$ cat config.mk
export PLATFORM = sky130hd
export DESIGN_NAME = two_queue_priority_scheduler_flat
export DESIGN_NICKNAME = d
export VERILOG_FILES = /design/src/sv/tqs_pkg.sv /design/src/sv/tqs_req_if.sv /design/src/sv/tqs_rsp_if.sv /design/src/sv/tqs_csr_if.sv /design/src/sv/tqs_ctrl.sv /design/src/sv/tqs_dp.sv /design/src/sv/two_queue_priority_scheduler.sv /design/src/flat_wrapper.sv
export SDC_FILE = /design/constraint.sdc
export NUM_CORES = 2
export LEC_CHECK = 0
export BUFFER_PORTS_ARGS = -buffer_cell sky130_fd_sc_hd__buf_2
export CORE_MARGIN = 2
export CORE_UTILIZATION = 42
export CTS_BUF_LIST = sky130_fd_sc_hd__clkbuf_4 sky130_fd_sc_hd__clkbuf_8 sky130_fd_sc_hd__clkbuf_16
export DETAILED_ROUTE_END_ITERATION = 10
export PLACE_DENSITY = 0.68
export SYNTH_ARGS = -nofsm -noshare
export SYNTH_HDL_FRONTEND = slang
export SYNTH_SLANG_ARGS = --single-unit
export TNS_END_PERCENT = 30
$ cat constraint.sdc
create_clock -name clock -period 23.2 [get_ports clock]
set_input_delay 1.16 -clock clock [delete_from_list [all_inputs] [get_ports clock]]
set_output_delay 1.16 -clock clock [all_outputs]
set_load 0.005 [all_outputs]
$ cat src/sv/tqs_pkg.sv
// Shared types and constants for the two-queue strict-priority scheduler.
// Used by the channel interfaces, controller, datapath and top level.
`default_nettype none

package tqs_pkg;

   // queue geometry
   localparam int QUEUE_DEPTH = 16;
   localparam int IDX_W       = (QUEUE_DEPTH > 1) ? $clog2(QUEUE_DEPTH) : 1;
   localparam int CNT_W       = $clog2(QUEUE_DEPTH + 1);

   // field widths fixed by the item format
   localparam int KIND_W    = 2;
   localparam int ID_W      = 16;
   localparam int TIME_W    = 32;
   localparam int STATUS_W  = 3;
   localparam int OCC_W     = 5;
   localparam int STAT_W    = 48;
   localparam int LIMIT_W   = 5;
   localparam int SEL_W     = 4;
   localparam int LIM_CMP_W = (CNT_W > LIMIT_W) ? CNT_W : LIMIT_W;

   // configuration port
   localparam int CSR_ADDR_W = 2;
   localparam int CSR_DATA_W = 32;
   localparam logic [CSR_ADDR_W-1:0] REG_ADMIT_CAP   = CSR_ADDR_W'(0);
   localparam logic [CSR_ADDR_W-1:0] REG_STAT_SELECT = CSR_ADDR_W'(1);
   localparam logic [LIMIT_W-1:0]    LIMIT_RESET     = LIMIT_W'(16);

   // event counters
   localparam int NUM_EVENTS    = 9;
   localparam int EV_HIGH_REQ   = 0;
   localparam int EV_LOW_REQ    = 1;
   localparam int EV_HIGH_ACC   = 2;
   localparam int EV_LOW_ACC    = 3;
   localparam int EV_HIGH_REF   = 4;
   localparam int EV_LOW_REF    = 5;
   localparam int EV_HIGH_SERV  = 6;
   localparam int EV_LOW_SERV   = 7;
   localparam int EV_IDLE_TICK  = 8;
   localparam logic [SEL_W-1:0] SEL_WAIT_HIGH = SEL_W'(9);
   localparam logic [SEL_W-1:0] SEL_WAIT_LOW  = SEL_W'(10);

   typedef enum logic [KIND_W-1:0] {
      KIND_HIGH = 2'd0,
      KIND_LOW  = 2'd1,
      KIND_TICK = 2'd2
   } kind_type;

   typedef enum logic [STATUS_W-1:0] {
      ST_ACCEPTED    = 3'd0,
      ST_REFUSED     = 3'd1,
      ST_SERVED_HIGH = 3'd2,
      ST_SERVED_LOW  = 3'd3,
      ST_IDLE        = 3'd4
   } status_type;

   typedef enum logic {
      CS_IDLE = 1'b0,
      CS_EXEC = 1'b1
   } ctrl_state_type;

   // controller to datapath
   typedef struct packed {
      logic capture;
      logic commit;
   } cmd_type;

   // datapath to controller
   typedef struct packed {
      logic slot_free;
   } sts_type;

   // one queue entry
   typedef struct packed {
      logic [ID_W-1:0]   id;
      logic [TIME_W-1:0] arrival;
   } entry_type;

endpackage

`default_nettype wire

$ cat src/sv/tqs_req_if.sv
// Request channel: valid/ready handshake with kind, id and time.
// Depends on tqs_pkg for field widths.
`default_nettype none

interface tqs_req_if
   import tqs_pkg::*;
   ();
   logic              valid;
   logic              ready;
   logic [KIND_W-1:0] kind;
   logic [ID_W-1:0]   req_id;
   logic [TIME_W-1:0] now;

   modport source (output valid, output kind, output req_id, output now, input ready);
   modport sink   (input valid, input kind, input req_id, input now, output ready);
endinterface

`default_nettype wire

$ cat src/sv/tqs_rsp_if.sv
// Result channel: valid/ready handshake with the served entry and statistics.
// Depends on tqs_pkg for field widths.
`default_nettype none

interface tqs_rsp_if
   import tqs_pkg::*;
   ();
   logic                valid;
   logic                ready;
   logic [STATUS_W-1:0] status;
   logic [ID_W-1:0]     served_id;
   logic [TIME_W-1:0]   served_arrival;
   logic [TIME_W-1:0]   wait_res;
   logic [OCC_W-1:0]    high_count;
   logic [OCC_W-1:0]    low_count;
   logic [STAT_W-1:0]   stat_value;

   modport source (output valid, output status, output served_id, output served_arrival,
                   output wait_res, output high_count, output low_count,
                   output stat_value, input ready);
   modport sink   (input valid, input status, input served_id, input served_arrival,
                   input wait_res, input high_count, input low_count,
                   input stat_value, output ready);
endinterface

`default_nettype wire

$ cat src/sv/tqs_csr_if.sv
// Configuration write channel: valid/ready with register address and data.
// Depends on tqs_pkg for widths.
`default_nettype none

interface tqs_csr_if
   import tqs_pkg::*;
   ();
   logic                  valid;
   logic                  ready;
   logic [CSR_ADDR_W-1:0] addr;
   logic [CSR_DATA_W-1:0] data;

   modport source (output valid, output addr, output data, input ready);
   modport sink   (input valid, input addr, input data, output ready);
endinterface

`default_nettype wire

$ cat src/sv/tqs_ctrl.sv
// Scheduler controller: sequences accept and execute of one item at a time.
// Depends on tqs_pkg for state, command and status types.
`default_nettype none

module tqs_ctrl
   import tqs_pkg::*;
(
   input  wire logic    clock,
   input  wire logic    reset,
   input  wire logic    req_valid,
   output logic         req_ready,
   output cmd_type      cmd,
   input  wire sts_type sts
);

   ctrl_state_type state_ff;
   ctrl_state_type state_in;

   // state register
   always_ff @(posedge clock) begin
      if (reset) begin
         state_ff <= CS_IDLE;
      end else begin
         state_ff <= state_in;
      end
   end

   // next state and commands
   always_comb begin
      state_in    = state_ff;
      req_ready   = 1'b0;
      cmd.capture = 1'b0;
      cmd.commit  = 1'b0;
      case (state_ff)
         CS_IDLE: begin
            req_ready = 1'b1;
            if (req_valid) begin
               cmd.capture = 1'b1;
               state_in    = CS_EXEC;
            end
         end
         CS_EXEC: begin
            // wait for room in the result register
            if (sts.slot_free) begin
               cmd.commit = 1'b1;
               state_in   = CS_IDLE;
            end
         end
         default: begin
            state_in = CS_IDLE;
         end
      endcase
   end

endmodule

`default_nettype wire

$ cat src/sv/tqs_dp.sv
// Scheduler datapath: queue memories, pointers, statistics and result register.
// Depends on tqs_pkg and the request, result and configuration interfaces.
`default_nettype none

module tqs_dp
   import tqs_pkg::*;
(
   input  wire logic    clock,
   input  wire logic    reset,
   input  wire cmd_type cmd,
   output sts_type      sts,
   tqs_req_if.sink      req_ch,
   tqs_rsp_if.source    rsp_ch,
   tqs_csr_if.sink      csr_ch
);

   // configuration
   logic [LIMIT_W-1:0] admit_cap_ff;
   logic [SEL_W-1:0]   stat_select_ff;

   // captured item
   logic [KIND_W-1:0] kind_ff;
   logic [ID_W-1:0]   req_id_ff;
   logic [TIME_W-1:0] now_ff;

   // queues
   entry_type        hq_mem [QUEUE_DEPTH];
   entry_type        lq_mem [QUEUE_DEPTH];
   entry_type        hq_rd_ff;
   entry_type        lq_rd_ff;
   logic [IDX_W-1:0] hq_head_ff, hq_head_in, hq_tail_ff, hq_tail_in;
   logic [IDX_W-1:0] lq_head_ff, lq_head_in, lq_tail_ff, lq_tail_in;
   logic [CNT_W-1:0] hq_cnt_ff, hq_cnt_in, lq_cnt_ff, lq_cnt_in;

   // statistics
   logic [TIME_W-1:0] evt_ff [NUM_EVENTS];
   logic [TIME_W-1:0] evt_in [NUM_EVENTS];
   logic [STAT_W-1:0] hsum_ff, hsum_in, lsum_ff, lsum_in;

   // result register
   logic                out_valid_ff, out_valid_in;
   logic [STATUS_W-1:0] status_ff;
   logic [ID_W-1:0]     sid_ff;
   logic [TIME_W-1:0]   sarr_ff;
   logic [TIME_W-1:0]   wait_ff;
   logic [OCC_W-1:0]    hcnt_out_ff, lcnt_out_ff;
   logic [STAT_W-1:0]   stat_ff;

   // step decode
   logic [NUM_EVENTS-1:0] inc;
   logic                  push_h, push_l, pop_h, pop_l;
   status_type            status_c;
   entry_type             served_c;
   logic [TIME_W-1:0]     wait_c;
   logic [LIM_CMP_W-1:0]  lim_ext, eff_limit;
   logic                  h_room, l_room;
   logic [LIM_CMP_W-1:0]  hcnt_ext, lcnt_ext;
   logic [STAT_W-1:0]     stat_c;

   function automatic logic [IDX_W-1:0] next_ptr(input logic [IDX_W-1:0] ptr);
      next_ptr = (ptr == IDX_W'(QUEUE_DEPTH - 1)) ? '0 : ptr + IDX_W'(1);
   endfunction

   assign csr_ch.ready  = 1'b1;
   assign sts.slot_free = !out_valid_ff || rsp_ch.ready;

   // configuration registers
   always_ff @(posedge clock) begin
      if (reset) begin
         admit_cap_ff   <= LIMIT_RESET;
         stat_select_ff <= '0;
      end else if (csr_ch.valid) begin
         if (csr_ch.addr == REG_ADMIT_CAP) begin
            admit_cap_ff <= csr_ch.data[LIMIT_W-1:0];
         end
         if (csr_ch.addr == REG_STAT_SELECT) begin
            stat_select_ff <= csr_ch.data[SEL_W-1:0];
         end
      end
   end

   // item capture
   always_ff @(posedge clock) begin
      if (cmd.capture) begin
         kind_ff   <= req_ch.kind;
         req_id_ff <= req_ch.req_id;
         now_ff    <= req_ch.now;
      end
   end

   // queue memories: write at tail, registered read at head
   always_ff @(posedge clock) begin
      if (push_h) begin
         hq_mem[hq_tail_ff] <= '{id: req_id_ff, arrival: now_ff};
      end
      if (push_l) begin
         lq_mem[lq_tail_ff] <= '{id: req_id_ff, arrival: now_ff};
      end
      hq_rd_ff <= hq_mem[hq_head_ff];
      lq_rd_ff <= lq_mem[lq_head_ff];
   end

   // admission limit, clipped to the queue depth
   always_comb begin
      lim_ext   = LIM_CMP_W'(admit_cap_ff);
      eff_limit = (lim_ext > LIM_CMP_W'(QUEUE_DEPTH)) ? LIM_CMP_W'(QUEUE_DEPTH) : lim_ext;
      h_room    = LIM_CMP_W'(hq_cnt_ff) < eff_limit;
      l_room    = LIM_CMP_W'(lq_cnt_ff) < eff_limit;
   end

   // decode of the captured item
   always_comb begin
      inc      = '0;
      push_h   = 1'b0;
      push_l   = 1'b0;
      pop_h    = 1'b0;
      pop_l    = 1'b0;
      status_c = ST_IDLE;
      served_c = '0;
      case (kind_ff)
         KIND_HIGH: begin
            inc[EV_HIGH_REQ] = 1'b1;
            if (h_room) begin
               inc[EV_HIGH_ACC] = 1'b1;
               push_h           = cmd.commit;
               status_c         = ST_ACCEPTED;
            end else begin
               inc[EV_HIGH_REF] = 1'b1;
               status_c         = ST_REFUSED;
            end
         end
         KIND_LOW: begin
            inc[EV_LOW_REQ] = 1'b1;
            if (l_room) begin
               inc[EV_LOW_ACC] = 1'b1;
               push_l          = cmd.commit;
               status_c        = ST_ACCEPTED;
            end else begin
               inc[EV_LOW_REF] = 1'b1;
               status_c        = ST_REFUSED;
            end
         end
         KIND_TICK: begin
            // strict priority: high head first
            if (hq_cnt_ff != '0) begin
               inc[EV_HIGH_SERV] = 1'b1;
               pop_h             = cmd.commit;
               served_c          = hq_rd_ff;
               status_c          = ST_SERVED_HIGH;
            end else if (lq_cnt_ff != '0) begin
               inc[EV_LOW_SERV] = 1'b1;
               pop_l            = cmd.commit;
               served_c         = lq_rd_ff;
               status_c         = ST_SERVED_LOW;
            end else begin
               inc[EV_IDLE_TICK] = 1'b1;
            end
         end
         default: begin
            // unused kind: no state change, idle result
            status_c = ST_IDLE;
         end
      endcase
      wait_c = (status_c == ST_SERVED_HIGH || status_c == ST_SERVED_LOW) ?
               now_ff - served_c.arrival : '0;
   end

   // next pointers, occupancies and statistics
   always_comb begin
      hq_head_in = pop_h  ? next_ptr(hq_head_ff) : hq_head_ff;
      hq_tail_in = push_h ? next_ptr(hq_tail_ff) : hq_tail_ff;
      lq_head_in = pop_l  ? next_ptr(lq_head_ff) : lq_head_ff;
      lq_tail_in = push_l ? next_ptr(lq_tail_ff) : lq_tail_ff;
      hq_cnt_in  = hq_cnt_ff + CNT_W'(push_h) - CNT_W'(pop_h);
      lq_cnt_in  = lq_cnt_ff + CNT_W'(push_l) - CNT_W'(pop_l);
      for (int i = 0; i < NUM_EVENTS; i++) begin
         evt_in[i] = evt_ff[i] + TIME_W'(inc[i] && cmd.commit);
      end
      hsum_in  = pop_h ? hsum_ff + STAT_W'(wait_c) : hsum_ff;
      lsum_in  = pop_l ? lsum_ff + STAT_W'(wait_c) : lsum_ff;
      hcnt_ext = LIM_CMP_W'(hq_cnt_in);
      lcnt_ext = LIM_CMP_W'(lq_cnt_in);
   end

   // statistics selection, after this step's update
   always_comb begin
      if (stat_select_ff < SEL_W'(NUM_EVENTS)) begin
         stat_c = STAT_W'(evt_in[stat_select_ff]);
      end else if (stat_select_ff == SEL_WAIT_HIGH) begin
         stat_c = hsum_in;
      end else if (stat_select_ff == SEL_WAIT_LOW) begin
         stat_c = lsum_in;
      end else begin
         stat_c = '0;
      end
   end

   // control state: pointers, counts, counters and wait sums
   always_ff @(posedge clock) begin
      if (reset) begin
         hq_head_ff <= '0;
         hq_tail_ff <= '0;
         lq_head_ff <= '0;
         lq_tail_ff <= '0;
         hq_cnt_ff  <= '0;
         lq_cnt_ff  <= '0;
         hsum_ff    <= '0;
         lsum_ff    <= '0;
         for (int i = 0; i < NUM_EVENTS; i++) begin
            evt_ff[i] <= '0;
         end
      end else if (cmd.commit) begin
         hq_head_ff <= hq_head_in;
         hq_tail_ff <= hq_tail_in;
         lq_head_ff <= lq_head_in;
         lq_tail_ff <= lq_tail_in;
         hq_cnt_ff  <= hq_cnt_in;
         lq_cnt_ff  <= lq_cnt_in;
         hsum_ff    <= hsum_in;
         lsum_ff    <= lsum_in;
         for (int i = 0; i < NUM_EVENTS; i++) begin
            evt_ff[i] <= evt_in[i];
         end
      end
   end

   // result register valid
   always_comb begin
      if (cmd.commit) begin
         out_valid_in = 1'b1;
      end else if (rsp_ch.ready) begin
         out_valid_in = 1'b0;
      end else begin
         out_valid_in = out_valid_ff;
      end
   end

   always_ff @(posedge clock) begin
      if (reset) begin
         out_valid_ff <= 1'b0;
      end else begin
         out_valid_ff <= out_valid_in;
      end
   end

   // result register payload
   always_ff @(posedge clock) begin
      if (cmd.commit) begin
         status_ff   <= status_c;
         sid_ff      <= served_c.id;
         sarr_ff     <= served_c.arrival;
         wait_ff     <= wait_c;
         hcnt_out_ff <= hcnt_ext[OCC_W-1:0];
         lcnt_out_ff <= lcnt_ext[OCC_W-1:0];
         stat_ff     <= stat_c;
      end
   end

   assign rsp_ch.valid          = out_valid_ff;
   assign rsp_ch.status         = status_ff;
   assign rsp_ch.served_id      = sid_ff;
   assign rsp_ch.served_arrival = sarr_ff;
   assign rsp_ch.wait_res       = wait_ff;
   assign rsp_ch.high_count     = hcnt_out_ff;
   assign rsp_ch.low_count      = lcnt_out_ff;
   assign rsp_ch.stat_value     = stat_ff;

endmodule

`default_nettype wire

$ cat src/sv/two_queue_priority_scheduler.sv
// Top level of the two-queue strict-priority scheduler.
// Depends on tqs_pkg, the three channel interfaces, tqs_ctrl and tqs_dp.
//
//   channel  | dir | carries
//   ---------+-----+--------------------------------------------------------
//   req_ch   | in  | kind, req_id, now
//   rsp_ch   | out | status, served_id, served_arrival, wait_res, counts, stat
//   csr_ch   | in  | addr (0 admit cap, 1 stat_select), data
//
// Each item is first accepted, while the queue heads are read from the queue
// memories into registers, and then executed, loading the result register.
// The registered head read of the queue memories is why execution is a separate state.
// Reset clears pointers, occupancies, counters and sums at once; there is no
// clearing pass. The result register holds a finished item while the next is
// accepted; execution waits only while that register is full and not taken.
`default_nettype none

module two_queue_priority_scheduler
   import tqs_pkg::*;
(
   input wire logic  clock,
   input wire logic  reset,
   tqs_req_if.sink   req_ch,
   tqs_rsp_if.source rsp_ch,
   tqs_csr_if.sink   csr_ch
);

   cmd_type cmd;
   sts_type sts;

   // sequencing
   tqs_ctrl u_ctrl (
      .clock     (clock),
      .reset     (reset),
      .req_valid (req_ch.valid),
      .req_ready (req_ch.ready),
      .cmd       (cmd),
      .sts       (sts)
   );

   // queues, statistics and result register
   tqs_dp u_dp (
      .clock  (clock),
      .reset  (reset),
      .cmd    (cmd),
      .sts    (sts),
      .req_ch (req_ch),
      .rsp_ch (rsp_ch),
      .csr_ch (csr_ch)
   );

endmodule

`default_nettype wire
$ cat src/flat_wrapper.sv
// flat-port wrapper written by rule: the top's interface ports become plain ports
module two_queue_priority_scheduler_flat import tqs_pkg::*;
  (clock, reset, req_ch_valid, req_ch_kind, req_ch_req_id, req_ch_now, req_ch_ready, rsp_ch_valid, rsp_ch_status, rsp_ch_served_id, rsp_ch_served_arrival, rsp_ch_wait_res, rsp_ch_high_count, rsp_ch_low_count, rsp_ch_stat_value, rsp_ch_ready, csr_ch_valid, csr_ch_addr, csr_ch_data, csr_ch_ready);
  tqs_req_if req_ch_i ();
  tqs_rsp_if rsp_ch_i ();
  tqs_csr_if csr_ch_i ();
  input wire logic clock;
  input wire logic reset;
  input wire logic [$bits(req_ch_i.valid)-1:0] req_ch_valid;
  input wire logic [$bits(req_ch_i.kind)-1:0] req_ch_kind;
  input wire logic [$bits(req_ch_i.req_id)-1:0] req_ch_req_id;
  input wire logic [$bits(req_ch_i.now)-1:0] req_ch_now;
  output wire logic [$bits(req_ch_i.ready)-1:0] req_ch_ready;
  output wire logic [$bits(rsp_ch_i.valid)-1:0] rsp_ch_valid;
  output wire logic [$bits(rsp_ch_i.status)-1:0] rsp_ch_status;
  output wire logic [$bits(rsp_ch_i.served_id)-1:0] rsp_ch_served_id;
  output wire logic [$bits(rsp_ch_i.served_arrival)-1:0] rsp_ch_served_arrival;
  output wire logic [$bits(rsp_ch_i.wait_res)-1:0] rsp_ch_wait_res;
  output wire logic [$bits(rsp_ch_i.high_count)-1:0] rsp_ch_high_count;
  output wire logic [$bits(rsp_ch_i.low_count)-1:0] rsp_ch_low_count;
  output wire logic [$bits(rsp_ch_i.stat_value)-1:0] rsp_ch_stat_value;
  input wire logic [$bits(rsp_ch_i.ready)-1:0] rsp_ch_ready;
  input wire logic [$bits(csr_ch_i.valid)-1:0] csr_ch_valid;
  input wire logic [$bits(csr_ch_i.addr)-1:0] csr_ch_addr;
  input wire logic [$bits(csr_ch_i.data)-1:0] csr_ch_data;
  output wire logic [$bits(csr_ch_i.ready)-1:0] csr_ch_ready;
  assign req_ch_i.valid = req_ch_valid;
  assign req_ch_i.kind = req_ch_kind;
  assign req_ch_i.req_id = req_ch_req_id;
  assign req_ch_i.now = req_ch_now;
  assign req_ch_ready = req_ch_i.ready;
  assign rsp_ch_valid = rsp_ch_i.valid;
  assign rsp_ch_status = rsp_ch_i.status;
  assign rsp_ch_served_id = rsp_ch_i.served_id;
  assign rsp_ch_served_arrival = rsp_ch_i.served_arrival;
  assign rsp_ch_wait_res = rsp_ch_i.wait_res;
  assign rsp_ch_high_count = rsp_ch_i.high_count;
  assign rsp_ch_low_count = rsp_ch_i.low_count;
  assign rsp_ch_stat_value = rsp_ch_i.stat_value;
  assign rsp_ch_i.ready = rsp_ch_ready;
  assign csr_ch_i.valid = csr_ch_valid;
  assign csr_ch_i.addr = csr_ch_addr;
  assign csr_ch_i.data = csr_ch_data;
  assign csr_ch_ready = csr_ch_i.ready;
  two_queue_priority_scheduler u_core (.clock(clock), .reset(reset), .req_ch(req_ch_i), .rsp_ch(rsp_ch_i), .csr_ch(csr_ch_i));
endmodule
; Word level (Yosys, flattened, before mapping)
; Memory sizes are Yosys's and may differ from the RTL's. A register that Yosys moved wholly into a read port is not among the register bits.
; Cells that the tools add are included.
[word_totals]
memories = 3
rom_bits = 0
ff_bits = 324
word_cells = 169
latchBits = 0
output_inout_bits = 144
inputBits = 89
ramBits = 1824
[mem_list]
columns = name, words, width, rd, rd_clocked_by_memory_dff, write_ports, line
row1 = u_core.u_dp.hq_mem, 16, 48, 1, 1, 1, tqs_dp.sv:27  ; entry_type hq_mem [QUEUE_DEPTH];
row2 = u_core.u_dp.lq_mem, 16, 48, 1, 1, 1, tqs_dp.sv:28  ; entry_type lq_mem [QUEUE_DEPTH];
row3 = u_core.u_dp.evt_ff, 9, 32, 9, 0, 9, tqs_dp.sv:36  ; logic [TIME_W-1:0] evt_ff [NUM_EVENTS];
[op_classes]
magnitude_cmp = 5
n_reduce_logical = 23
mul = 0
addsub = 20
div_mod_pow = 0
n_eq_ne = 11
n_shift = 0
muxes = 73
n_bitwise = 11
[ops]
columns = cell, n
row1 = two-way mux 32 bit, 14
row2 = adder 32 x 1 -> 32 bit, 9
row3 = two-way mux 48 bit, 6
row4 = binary-select mux 32 bit (select 4 bit), 1
row5 = adder 48 x 32 -> 48 bit, 2
row6 = two-way mux 1 bit, 41
row7 = subtractor 32 bit, 1
row8 = == test 4 bit (second input constant), 6
row9 = adder 4 x 1 -> 4 bit (second input constant), 4
row10 = two-way mux 4 bit, 4
row11 = AND reduction 2 bit, 6
row12 = adder 5 x 1 -> 5 bit, 2
row13 = less-than comparator 5 bit, 2
row14 = nonzero test 5 bit, 2
row15 = subtractor 5 x 1 -> 5 bit, 2
row16 = logical AND 1 bit, 9
row17 = two-way mux 3 bit, 3
row18 = bitwise OR 1 bit, 9
row19 = case mux 3 bit (3 select lines), 1
row20 = == test 3 x 2 -> 1 bit (second input constant), 2
row21 = >= comparator 5 bit (second input constant), 1
row22 = greater-than comparator 5 bit (second input constant), 1
row23 = two-way mux 5 bit, 1
row24 = inverter 4 -> 5 bit, 1
row25 = other kinds (10), 13

; Logic depth before layout (Yosys ltp)
[depth]
depth_word = 13
depth_mapped = 29
depth_no_buf = 26

; Worst setup path after synthesis
; No wires, ideal clock.
[synth_path]
path_type = in2reg
from = input rsp_ch_ready
to = memory u_core.u_dp.evt_ff[0][0], enable pin
required_time_ns = 21.029
t_arrival_ns = 6.492
stages = 4
setup_ns = 2.171
setup_slack_ns = 14.537
path_buffers = 1
path_cell_list = nand2b_1 -> nand2_1 -> clkbuf_1 -> nand2_1
[synth_rtl]
columns = element, line
row1 = from (decl), flat_wrapper.sv:22  ; input wire logic [$bits(rsp_ch_i.ready)-1:0] rsp_ch_ready;
row2 = to (decl), tqs_dp.sv:36

==> run_results.csv <==
group,metric,value,unit
power_and_ir_drop,comb_power_share,5.5,%
place,dp.cells,8828,
final_layout,final_cell_mix,"edfxtp_1, nor2_1, mux4_2",
final_layout,n_fill_cell,18700,
timing,finClkSkew,0.0891,ns
worst_setup_path,path_class,"flop to flop",
global_routing,grt_use_total,21.7,%
timing,worst_slew_pin_slew,1.29,ns
global_routing,grt_antenna_before_repair,16,
timing,hold_ws,0.425,ns
global_routing,first_global_vias,53200,
worst_hold_path,min_path_type,"input pin to flop",
power_and_ir_drop,power_switching_share,22.4,%
die,coreArea,225000,sq um
worst_setup_path,end_kind,"flop",
power_and_ir_drop,power.density,82.8,nW/um^2
power_and_ir_drop,power.share.clock,43.2,%
final_layout,area_growth,13.6,%
clocking,tritoncts,"done",
timing,fin_crit,8.67,ns
global_routing,grt_overflow,0,
final_layout,fin_util,48.0,%
clocking,postCtsSetupBuffers,0,
clocking,cts_sinks,2244,
clocking,cts-buffers-inserted,225,
drt,drtIter0Drc,6666,
clocking,postCtsHoldBufs,0,
synth,yosysUniqueCellTypes,92,
final_layout,nNetsFinal,6300,
synth,synth_nets,6015,
final_layout,final_common_cell,"edfxtp_1",
synth,yosysWarnings,0,
drt,ant_nets,0,
final_layout,drive_above_1_share,21.5,%
die,die_w,480,microns
final_layout,finalInstanceArea,108000,sq um
timing,fmax,0.115,GHz
die,die_h,480,microns
power_and_ir_drop,switching_power,2.01,mW
die,rows,174,
place,gp_routability_congestion,0.926,
timing,fin_tns_setup,0,ns
timing,rsz0062_at_grt,"no",
timing,slew_headroom,14.0,%
die,initial_core_util,42.2,%
outcome,run_status,"finished, final reports clean",
synth,ys.flop_type,"edfxtp_1",
drt,route.detailed.drc,0,
timing,finalSetupViolCount,0,
worst_setup_path,path_common_cell,"ha_1",
timing,slew_violations,0,
die,pin_count,233,
clocking,worstSkewPairLatency,0.91,ns
place,dp_hpwl,153000,microns
final_layout,final_cell_count_no_fill,9261,
power_and_ir_drop,seqPwrFrac,51.4,%
worst_setup_path,critPathMaxFanout,20,
place,post-place-ws,14.67,ns
global_routing,grt_max_degree,170,
synth,syn-cell-area,95000,sq um
synth,synth-edff-count,2015,
place,placed_area,99900,sq um
synth,ys_ff_latch,2244,
drt,dr.pass1.iters,6,
worst_setup_path,worst_setup_path_start_kind,"flop",
worst_setup_path,arrival,9.19,ns
worst_setup_path,reg2regPathDepth,28,
die,dieArea,230000,sq um
clocking,h-tree-depth,4,
place,numPortBuffers,204,
drt,via_per_inst,5.86,
power_and_ir_drop,ir_worst_vdd,0.0000664,V
worst_setup_path,worstPathRequired,23.72,ns
synth,postSynthCellCount,5778,
worst_hold_path,worstHoldPathCells,1,
worst_setup_path,crit_path_max_incr_delay,0.91,ns
drt,wl,253000,microns
synth,yosysSeqAreaShare,68.5,%
power_and_ir_drop,cellLeakagePower,35.1,nW
clocking,clkSlewWorstSetupHoldPaths,0.06,ns
power_and_ir_drop,internal_power,6.93,mW
final_layout,register_area,65100,sq um
worst_setup_path,cp_slowest_cell,"nor4b_1",
timing,hold_violations,0,
timing,fin_crit_sh,37.4,%
clocking,cts.root.buffer_cell,"clkbuf_16",
job,max_cap_violations,0,
power_and_ir_drop,power,8.94,mW
synth,syn_area_per_cell,16.4,sq um
synth,ys_async_sr_fraction,0,%
timing,finalWorstSetupSlack,14.53,ns
final_layout,multi_input_area,28700,sq um
clocking,cts_buffer_depth,3,
drt,vias,54300,
drt,routedWlPerCell,27.3,microns
clocking,post_cts_resized,0,
global_routing,grt_pass1_wl,365000,microns
[worst paths after layout]
path / startpoint / slack, ns / endpoint
setup / recovery: u_core.u_dp.hq_cnt_ff[3] / 14.53 / u_core.u_dp.rsp_ch.stat_value[40]
setup reg to reg: u_core.u_dp.hq_cnt_ff[3] / 14.53 / u_core.u_dp.rsp_ch.stat_value[40]
hold reg to reg: u_core.u_dp.hsum_ff[25] / 0.48 / u_core.u_dp.hsum_ff[25]
hold / removal: req_ch_now[13] / 0.42 / u_core.u_dp.now_ff[13]
[sequential cells by signal, summed over array words and instances, names as in the netlist, 48 cells and up]
signal and count:
u_core.u_dp.rsp_ch.stat_value 48, u_core.u_dp.lq_mem 768, u_core.u_dp.hq_rd_ff 48, u_core.u_dp.lq_rd_ff 48
u_core.u_dp.lsum_ff 48, u_core.u_dp.hsum_ff 48, u_core.u_dp.evt_ff 288, u_core.u_dp.hq_mem 768
[cell type report]
cell class	instances	area share [%]
timing repair buffer	325	1.80
tap	2992	3.47
sequential	2244	60.3
multi-input combinational	3160	26.6
antenna	5	0.0116
inverter	107	0.379
clock inverter	121	1.54
clock buffer	307	5.90
[kinds of logic after synthesis]
family,count (synthesis),share of synthesized area (%)
other,1,0.00395
xor gates and xnor gates,389,3.59
DFF,2244,68.5
and+or+nand+nor,1447,7.22
adders and majority gates,148,1.99
muxes,568,12.8
buffers and inverters,374,1.61
AOI/OAI and AO/OA,607,4.28
[critical path, delay by kind of cell, from the launching register on]
family / cells / cell delay [ns]
compound gates: 11 / 3.20
fa+ha+maj: 4 / 1.18
simple gates: 9 / 2.67
xor+xnor: 1 / 0.24
buf+inv: 3 / 0.69
flops: 1 / 0.33
[Yosys cell counts, types with 19 or more instances]
cell / instances / area share [%]
and2_1: 51 / 0.34
nor4_1: 19 / 0.13
nor2b_1: 20 / 0.13
nand2b_1: 25 / 0.16
xnor2_1: 184 / 1.7
or3_1: 20 / 0.13
buf_1: 50 / 0.20
o21a_1: 25 / 0.20
o22ai_1: 38 / 0.25
mux4_2: 516 / 12
inv_1: 106 / 0.42
nor2_1: 577 / 2.3
a22o_1: 21 / 0.19
a21o_1: 56 / 0.44
clkbuf_1: 193 / 0.76
ha_1: 143 / 1.9
nand4_1: 77 / 0.51
mux2i_1: 42 / 0.44
edfxtp_1: 2015 / 64
a21oi_1: 154 / 0.81
o211ai_1: 21 / 0.17
a22oi_1: 40 / 0.32
and4_1: 38 / 0.35
and3_1: 79 / 0.52
nand3_1: 166 / 0.87
nand2_1: 263 / 1.0
a211oi_1: 26 / 0.21
xor2_1: 205 / 1.9
nor3_1: 67 / 0.35
dfxtp_1: 229 / 4.8
o21ai_0: 95 / 0.50
[metal layers]
metal / GRT usage, % / vias to the layer above / part of all wire, %
li1: - / 23300 / -
met3: 4.07 / 433 / 8.4
met4: 7.51 / 6 / 3.5
met5: 0 / - / 0.020
met2: 35.4 / 2493 / 49
met1: 29.2 / 28100 / 39
[power groups by stage]
| stage | Combinational [mW] | Sequential [mW] | Clock [mW] |
|---|---|---|---|
| after floorplan | 0.285 | 4.67 | 0 |
| after global placement | 0.479 | 4.67 | 0 |
| after detailed placement | 0.484 | 4.68 | 0 |
| after CTS | 0.487 | 4.59 | 3.91 |
| after global routing | 0.523 | 4.60 | 4.06 |
| final | 0.490 | 4.59 | 3.86 |
No activity file was read; power rests on OpenSTA's default activity.
